==> src/hdl/ism_pkg.sv <==
// ----------------------------------------------------------------------------
// Interval sort and merge package
// Shared sizes, payload types and controller states of the interval sort and
// merge core.
// ----------------------------------------------------------------------------
package ism_pkg;

  localparam int MAX_INTERVALS = 32;
  localparam int IDX_W         = (MAX_INTERVALS > 1) ? $clog2(MAX_INTERVALS) : 1;
  localparam int CNT_W         = $clog2(MAX_INTERVALS + 1);
  localparam int VAL_W         = 32;
  localparam int COUNT_W       = 6;

  typedef logic signed [VAL_W-1:0] val_t;

  typedef struct packed {
    val_t s_val;
    val_t e_val;
  } span_t;

  typedef enum logic [2:0] {
    ST_LOAD,
    ST_SCAN,
    ST_SWAP_A,
    ST_SWAP_B,
    ST_COUNT,
    ST_EMIT,
    ST_FLUSH
  } state_t;

endpackage

==> src/hdl/ism_ram.sv <==
// ----------------------------------------------------------------------------
// Generic simple dual port RAM
// One write port and one read port with a registered read and read enable.
// ----------------------------------------------------------------------------
module ism_ram #(
  parameter int WIDTH = 64,
  parameter int DEPTH = 32,
  localparam int AW   = (DEPTH > 1) ? $clog2(DEPTH) : 1
) (
  input  logic             clk,
  input  logic             we,
  input  logic [AW-1:0]    waddr,
  input  logic [WIDTH-1:0] wdata,
  input  logic             re,
  input  logic [AW-1:0]    raddr,
  output logic [WIDTH-1:0] rdata
);

  logic [WIDTH-1:0] mem_r [DEPTH];
  logic [WIDTH-1:0] rdata_r;

  always_ff @(posedge clk) begin
    if (we) begin
      mem_r[waddr] <= wdata;
    end
    if (re) begin
      rdata_r <= mem_r[raddr];
    end
  end

  assign rdata = rdata_r;

endmodule

==> src/hdl/interval_sort_and_merge_core.sv <==
// ----------------------------------------------------------------------------
// Interval sort and merge core
// Loads closed intervals into one RAM until an item marked final, sorts them
// by start with a selection sort over the RAM and emits the merged intervals.
//
//   channel | direction | handshake          | payload
//   --------+-----------+--------------------+-------------------------------
//   in_     | input     | in_valid/in_stall   | range_start, range_end, final
//   out_    | output    | out_valid/out_stall | merged start/end, count, flags
//
// While loading, a non-final item is taken without a stall. After a final item
// the sort scans the stored intervals for each position in turn, passing through
// ST_SWAP_A and ST_SWAP_B when a swap is needed, and then makes the two merge
// passes (count, then emit); the run time is set by the single RAM read port.
// Reset clears the controller only; the RAM needs no clearing pass.
// Stalls on the output freeze the emit pass; the input stalls from a final
// item until the last merged item is in the output register.
// ----------------------------------------------------------------------------
module interval_sort_and_merge_core import ism_pkg::*; (
  input  logic               clk,
  input  logic               rst_n,
  input  logic               in_valid,
  output logic               in_stall,
  input  logic signed [31:0] in_range_start,
  input  logic signed [31:0] in_range_end,
  input  logic               in_final_item,
  output logic               out_valid,
  input  logic               out_stall,
  output logic signed [31:0] out_merged_start,
  output logic signed [31:0] out_merged_end,
  output logic [5:0]         out_merged_count,
  output logic               out_overflowed,
  output logic               out_end_of_run
);

  localparam int SPAN_W = $bits(span_t);

  state_t            state_r, state_nxt;
  logic [CNT_W-1:0]  fill_r, fill_nxt;
  logic              ovf_r, ovf_nxt;
  logic [CNT_W-1:0]  j_r, j_nxt;
  logic              pend_r, pend_nxt;
  logic [IDX_W-1:0]  i_r, i_nxt;
  logic [IDX_W-1:0]  best_idx_r, best_idx_nxt;
  span_t             cur_r, cur_nxt;
  span_t             best_r, best_nxt;
  logic [CNT_W-1:0]  runs_r, runs_nxt;
  val_t              run_s_r, run_s_nxt;
  val_t              run_e_r, run_e_nxt;

  logic              out_valid_r;
  val_t              out_s_r, out_e_r;
  logic [COUNT_W-1:0] out_cnt_r;
  logic              out_ovf_r, out_last_r;

  logic              ram_we, ram_re;
  logic [IDX_W-1:0]  ram_waddr, ram_raddr;
  logic [SPAN_W-1:0] ram_wdata, ram_rdata;
  span_t             rd;

  logic [CNT_W-1:0]  prev_j;
  logic [IDX_W-1:0]  prev_idx;
  logic [CNT_W-1:0]  n_after;
  logic              can_load, step_ok, go_next, at_tail;
  logic              emit_en, emit_last;
  val_t              emit_s, emit_e;

  ism_ram #(
    .WIDTH (SPAN_W),
    .DEPTH (MAX_INTERVALS)
  ) u_store (
    .clk   (clk),
    .we    (ram_we),
    .waddr (ram_waddr),
    .wdata (ram_wdata),
    .re    (ram_re),
    .raddr (ram_raddr),
    .rdata (ram_rdata)
  );

  assign rd        = span_t'(ram_rdata);
  assign prev_j    = j_r - CNT_W'(1);
  assign prev_idx  = prev_j[IDX_W-1:0];
  assign can_load  = !out_valid_r || !out_stall;
  assign at_tail   = (CNT_W'(i_r) + CNT_W'(2)) == fill_r;
  assign ram_raddr = j_r[IDX_W-1:0];
  assign in_stall  = (state_r != ST_LOAD);

  always_comb begin
    state_nxt    = state_r;
    fill_nxt     = fill_r;
    ovf_nxt      = ovf_r;
    j_nxt        = j_r;
    pend_nxt     = pend_r;
    i_nxt        = i_r;
    best_idx_nxt = best_idx_r;
    cur_nxt      = cur_r;
    best_nxt     = best_r;
    runs_nxt     = runs_r;
    run_s_nxt    = run_s_r;
    run_e_nxt    = run_e_r;
    ram_we       = 1'b0;
    ram_waddr    = i_r;
    ram_wdata    = cur_r;
    ram_re       = 1'b0;
    n_after      = fill_r;
    step_ok      = 1'b0;
    go_next      = 1'b0;
    emit_en      = 1'b0;
    emit_last    = 1'b0;
    emit_s       = run_s_r;
    emit_e       = run_e_r;

    unique case (state_r)
      ST_LOAD: begin
        if (in_valid) begin
          if (fill_r < CNT_W'(MAX_INTERVALS)) begin
            ram_we    = 1'b1;
            ram_waddr = fill_r[IDX_W-1:0];
            ram_wdata = span_t'{s_val: in_range_start, e_val: in_range_end};
            fill_nxt  = fill_r + CNT_W'(1);
            n_after   = fill_r + CNT_W'(1);
          end else begin
            ovf_nxt = 1'b1;
          end
          if (in_final_item) begin
            j_nxt    = '0;
            pend_nxt = 1'b0;
            i_nxt    = '0;
            runs_nxt = '0;
            state_nxt = (n_after == CNT_W'(1)) ? ST_COUNT : ST_SCAN;
          end
        end
      end

      ST_SCAN: begin
        if (j_r != fill_r) begin
          ram_re = 1'b1;
          j_nxt  = j_r + CNT_W'(1);
        end
        pend_nxt = (j_r != fill_r);
        if (pend_r) begin
          if (prev_idx == i_r) begin
            cur_nxt      = rd;
            best_nxt     = rd;
            best_idx_nxt = i_r;
          end else if ($signed(rd.s_val) < $signed(best_r.s_val)) begin
            best_nxt     = rd;
            best_idx_nxt = prev_idx;
          end
          if (j_r == fill_r) begin
            if (best_idx_nxt == i_r) begin
              go_next = 1'b1;
            end else begin
              state_nxt = ST_SWAP_A;
            end
          end
        end
      end

      ST_SWAP_A: begin
        ram_we    = 1'b1;
        ram_waddr = best_idx_r;
        ram_wdata = cur_r;
        state_nxt = ST_SWAP_B;
      end

      ST_SWAP_B: begin
        ram_we    = 1'b1;
        ram_waddr = i_r;
        ram_wdata = best_r;
        go_next   = 1'b1;
      end

      ST_COUNT, ST_EMIT: begin
        step_ok = (state_r == ST_COUNT) || can_load;
        if (step_ok) begin
          if (j_r != fill_r) begin
            ram_re = 1'b1;
            j_nxt  = j_r + CNT_W'(1);
          end
          pend_nxt = (j_r != fill_r);
          if (pend_r) begin
            if (prev_j == '0) begin
              run_s_nxt = rd.s_val;
              run_e_nxt = rd.e_val;
            end else if ($signed(run_e_r) < $signed(rd.s_val)) begin
              if (state_r == ST_COUNT) begin
                runs_nxt = runs_r + CNT_W'(1);
              end else begin
                emit_en = 1'b1;
              end
              run_s_nxt = rd.s_val;
              run_e_nxt = rd.e_val;
            end else if ($signed(run_e_r) < $signed(rd.e_val)) begin
              run_e_nxt = rd.e_val;
            end
            if (j_r == fill_r) begin
              if (state_r == ST_COUNT) begin
                runs_nxt  = runs_nxt + CNT_W'(1);
                j_nxt     = '0;
                pend_nxt  = 1'b0;
                state_nxt = ST_EMIT;
              end else begin
                state_nxt = ST_FLUSH;
              end
            end
          end
        end
      end

      ST_FLUSH: begin
        if (can_load) begin
          emit_en   = 1'b1;
          emit_last = 1'b1;
          fill_nxt  = '0;
          ovf_nxt   = 1'b0;
          state_nxt = ST_LOAD;
        end
      end

      default: begin
        state_nxt = ST_LOAD;
      end
    endcase

    if (go_next) begin
      i_nxt    = i_r + IDX_W'(1);
      j_nxt    = CNT_W'(i_r) + CNT_W'(1);
      pend_nxt = 1'b0;
      if (at_tail) begin
        j_nxt     = '0;
        runs_nxt  = '0;
        state_nxt = ST_COUNT;
      end else begin
        state_nxt = ST_SCAN;
      end
    end
  end

  always_ff @(posedge clk) begin
    if (!rst_n) begin
      state_r     <= ST_LOAD;
      fill_r      <= '0;
      ovf_r       <= 1'b0;
      pend_r      <= 1'b0;
      out_valid_r <= 1'b0;
    end else begin
      state_r <= state_nxt;
      fill_r  <= fill_nxt;
      ovf_r   <= ovf_nxt;
      pend_r  <= pend_nxt;
      if (emit_en) begin
        out_valid_r <= 1'b1;
      end else if (!out_stall) begin
        out_valid_r <= 1'b0;
      end
    end
  end

  always_ff @(posedge clk) begin
    j_r        <= j_nxt;
    i_r        <= i_nxt;
    best_idx_r <= best_idx_nxt;
    cur_r      <= cur_nxt;
    best_r     <= best_nxt;
    runs_r     <= runs_nxt;
    run_s_r    <= run_s_nxt;
    run_e_r    <= run_e_nxt;
    if (emit_en) begin
      out_s_r    <= emit_s;
      out_e_r    <= emit_e;
      out_cnt_r  <= COUNT_W'(runs_r);
      out_ovf_r  <= ovf_r;
      out_last_r <= emit_last;
    end
  end

  assign out_valid        = out_valid_r;
  assign out_merged_start = out_s_r;
  assign out_merged_end   = out_e_r;
  assign out_merged_count = out_cnt_r;
  assign out_overflowed   = out_ovf_r;
  assign out_end_of_run   = out_last_r;

endmodule

==> config.mk <==
export PLATFORM = sky130hd
export DESIGN_NAME = interval_sort_and_merge_core
export DESIGN_NICKNAME = d
export VERILOG_FILES = /design/src/hdl/ism_pkg.sv /design/src/hdl/ism_ram.sv /design/src/hdl/interval_sort_and_merge_core.sv
export SDC_FILE = /design/constraint.sdc
export NUM_CORES = 2
export LEC_CHECK = 0
export BUFFER_PORTS_ARGS = -buffer_cell sky130_fd_sc_hd__buf_2
export CORE_MARGIN = 3
export CORE_UTILIZATION = 40
export CTS_BUF_LIST = sky130_fd_sc_hd__clkbuf_16
export CTS_CLUSTER_SIZE = 20
export DETAILED_ROUTE_END_ITERATION = 8
export PLACE_DENSITY = 0.66
export SLEW_MARGIN = 30
export SYNTH_ARGS = -nofsm -noshare
export SYNTH_HDL_FRONTEND = slang
export SYNTH_SLANG_ARGS = --single-unit
==> constraint.sdc <==
create_clock -name clk -period 13.6 [get_ports clk]
set_clock_uncertainty 0.05 [all_clocks]
set_input_delay 3.4 -clock clk [delete_from_list [all_inputs] [get_ports clk]]
set_output_delay 3.4 -clock clk [all_outputs]
set_load 0.05 [all_outputs]
==> metrics.csv <==
stage,metric,value,unit
sta,worstMarginPinSlew,1.04,ns
place,hpwlAfterDp,136,mm
die,start_util,40.5,%
yosys,yosys.area.top_type,edfxtp_1,
clocking,cts_resized,0,
cells_and_area,nNetsFinal,4629,
worst_setup_path,arrival,7.54,ns
drt,wl,236,mm
grt,antenna_found_initial,5,
yosys,synth-seq-cells,2410,
yosys,synth_nets,4369,
clocking,cts_setup_buffers,0,
pwr,power.density,216,nW/um^2
drt,drtPass1Iterations,5,
yosys,yosysWarnings,0,
yosys,synth_cell_types,66,
drt,drt_iter0_drc,5034,
die,core,231000,sq um
drt,viasPerCell,5.77,
yosys,synth_edf_count,2392,
drt,antenna_left,0,
worst_hold_path,hp-class,reg2reg,
worst_setup_path,worstSetupStartpointType,primary input,
pwr,comb_power_share,28.0,%
sta,slew_viol_final,0,
clocking,htreeDepth,4,
worst_setup_path,cp.required,14.03,ns
yosys,ys_seq_area_share,77.2,%
worst_setup_path,worst_setup_path_end_kind,flop,
place,dp_cells,7251,
clocking,clockBufferDepth,3,
drt,route.detailed.drc,0,
clocking,cts_hold_buf,0,
grt,grt_max_degree,101,
pwr,switching_share,30.8,%
grt,grt_pass1_vias,45100,
grt,track_usage,19.7,%
cells_and_area,drive_above_1_share,29.7,%
yosys,synthTopCellsByCount,"edfxtp_1 (2392), mux4_2 (640), nand2_1 (184), clkbuf_1 (162), inv_1 (107)",
pwr,intPower,15.8,mW
sta,fin_crit_sh,52.3,%
pwr,p_seq_share,44.1,%
worst_setup_path,crit_type,in2reg,
clocking,insertion_delay,0.87,ns
cells_and_area,areaGrowthSynthToFinish,13.4,%
outcome,outcome,finished clean,
sta,rsz0062_at_grt,no,
yosys,synthFlopType,edfxtp_1,
drt,wl_per_cell,30.7,um
job,drv_cap,0,
clocking,cts_tree,done,
clocking,cts-buffers-inserted,228,
pwr,clkPwrFrac,27.8,%
pwr,peakVddDrop,0.187,mV
cells_and_area,final_cells,7683,
sta,setup_violations,0,
yosys,synthMostInstantiatedCell,edfxtp_1,
yosys,synth_top_area_share,76.8,%
die,die_w,490,um
die,row_count,176,
worst_setup_path,crit_fanout,47,
die,num_io_pins,143,
sta,hold_viol_final,0,
sta,relSlewSlack,30.8,%
clocking,cts_root_buf,clkbuf_16,
sta,post-route-min-period,7.11,ns
clocking,cts_sinks,2410,
yosys,syn_inst,4199,
sta,fmax,141,MHz
cells_and_area,layout.filler_cells,18900,
yosys,synth_area,93600,sq um
drt,dr_total_vias,44300,
pwr,leakage,33.7,nW
die,die_area,240000,sq um
sta,tns,0,ns
yosys,synthTopCellsByArea,"edfxtp_1 (77%), mux4_2 (15%), ha_1 (1.4%)",
place,io_buffers,142,
grt,grt_pass1_wl,336,mm
yosys,avgSynthCellArea,22.3,sq um
pwr,netSwitchingPower,7.05,mW
place,gp_congestion,0.831,
grt,gr-total-overflow,0,
clocking,clk_pin_slew_worst_paths,0.06,ns
yosys,synthArstFlopShare,0,%
die,die_h,490,um
[metrics by stage]
| step | total power [mW] | setup slack (ns) | util [%] | instance area [sq um] | hold WS [ns] |
|---|---|---|---|---|---|
| 6_report | 22.9 | 6.49 | 45.9 | 106000 | 0.363 |
| 5_1_grt | 23.7 | 6.29 | 45.9 | 106000 | 0.366 |
| 3_5_place_dp | 16.7 | 5.64 | 42.5 | 98300 | 0.355 |
| 3_3_place_gp | 16.6 | 5.81 | 42.5 | 98300 | 0.353 |
| 4_1_cts | 23.0 | 6.57 | 45.8 | 106000 | 0.367 |
| 2_1_floorplan | 14.3 | 2.97 | - | 93600 | 0.350 |
[path summary, 6_finish.rpt]
path / from / end / slack [ns] / cells past startpoint
max: in_valid / u_store.mem_r[7][35]$_DFFE_PP_ / 6.49 / 9
min: emit_s[15]$_DFFE_PP_ / out_merged_start[15]$_DFFE_PP_ / 0.36 / 0
max reg2reg: state_r[0]$_SDFFE_PN0P_ / u_store.mem_r[7][35]$_DFFE_PP_ / 7.90 / 9
min reg2reg: emit_s[15]$_DFFE_PP_ / out_merged_start[15]$_DFFE_PP_ / 0.36 / 0
[registers in the layout (all words and copies together) (netlist names)]
signal / count
u_store.mem_r: 2048
best_r: 64
cur_r: 64
u_store.rdata: 64
emit_e: 32
emit_s: 32
out_merged_end: 32
out_merged_start: 32
fill_r: 6
j_r: 6
out_merged_count: 6
runs_r: 6
best_idx_r: 5
i_r: 5
state_r: 3
out_end_of_run: 1
out_overflowed: 1
out_valid: 1
ovf_r: 1
pend_r: 1
[placed cells by master, fill, tap and decap left out, types with 36 or more instances in the layout]
cell       count
mux4_2       640
clkinv_1      52
o21ai_0       36
clkinv_2      43
inv_1        143
buf_2        142
edfxtp_1    2392
clkbuf_16    229
nor2_1        47
ha_1         101
mux2_2        68
nand2_2       57
a21oi_1       62
a22oi_1       67
nor2_4        36
nand2_1      127
buf_4         69
[metal layers]
| metal | GRT usage (%) | routed length, um | share of wire [%] |
|---|---|---|---|
| met4 | 8.31 | 10700 | 4.5 |
| met3 | 3.31 | 16500 | 7.0 |
| met1 | 26.1 | 91800 | 39 |
| met2 | 32.4 | 117000 | 50 |
| met5 | 0 | 0 | 0 |
[critical path, cell delays in order]
cell	delay [ns]
buf_2	0.12
nand2_1	0.12
nor2_4	0.25
buf_4	0.56
nor2_1	0.22
a221oi_1	0.55
nand4_1	0.54
nor2_4	0.80
buf_4	0.89
[power by group through the flow]
stage          clock network (mW)  logic, mW  registers, mW
2_1_floorplan                   0       4.30           10.0
3_3_place_gp                    0       6.29           10.3
3_5_place_dp                    0       6.41           10.3
4_1_cts                      6.45       6.44           10.1
5_1_grt                      6.75       6.86           10.1
6_report                     6.36       6.42           10.1
[cells by family (layout without fill, tap and decap cells)]
| family | Yosys count | in the layout | synth area share, % |
|---|---|---|---|
| AND/OR/NAND/NOR | 394 | 394 | 1.94 |
| other | 0 | 5 | 0 |
| adder cells (fa/ha/maj) | 101 | 101 | 1.35 |
| buffers and inverters | 308 | 761 | 1.25 |
| multiplexers | 711 | 711 | 16.3 |
| flip-flops | 2410 | 2410 | 77.2 |
| AO/OA/AOI/OAI | 239 | 239 | 1.70 |
| XOR/XNOR | 36 | 36 | 0.337 |
[final cells by class]
class,count,area [sq um],share of cell area (%)
multi-input combinational,1481,20600,19.5
antenna,5,12.5,0.0118
clock inverter,194,1780,1.68
clock buffer,229,5730,5.40
timing repair buffer,231,1550,1.46
sequential,2410,72200,68.0
tap,3026,3790,3.57
inverter,107,402,0.379
Note: power is estimated with default switching activity, not from simulation.
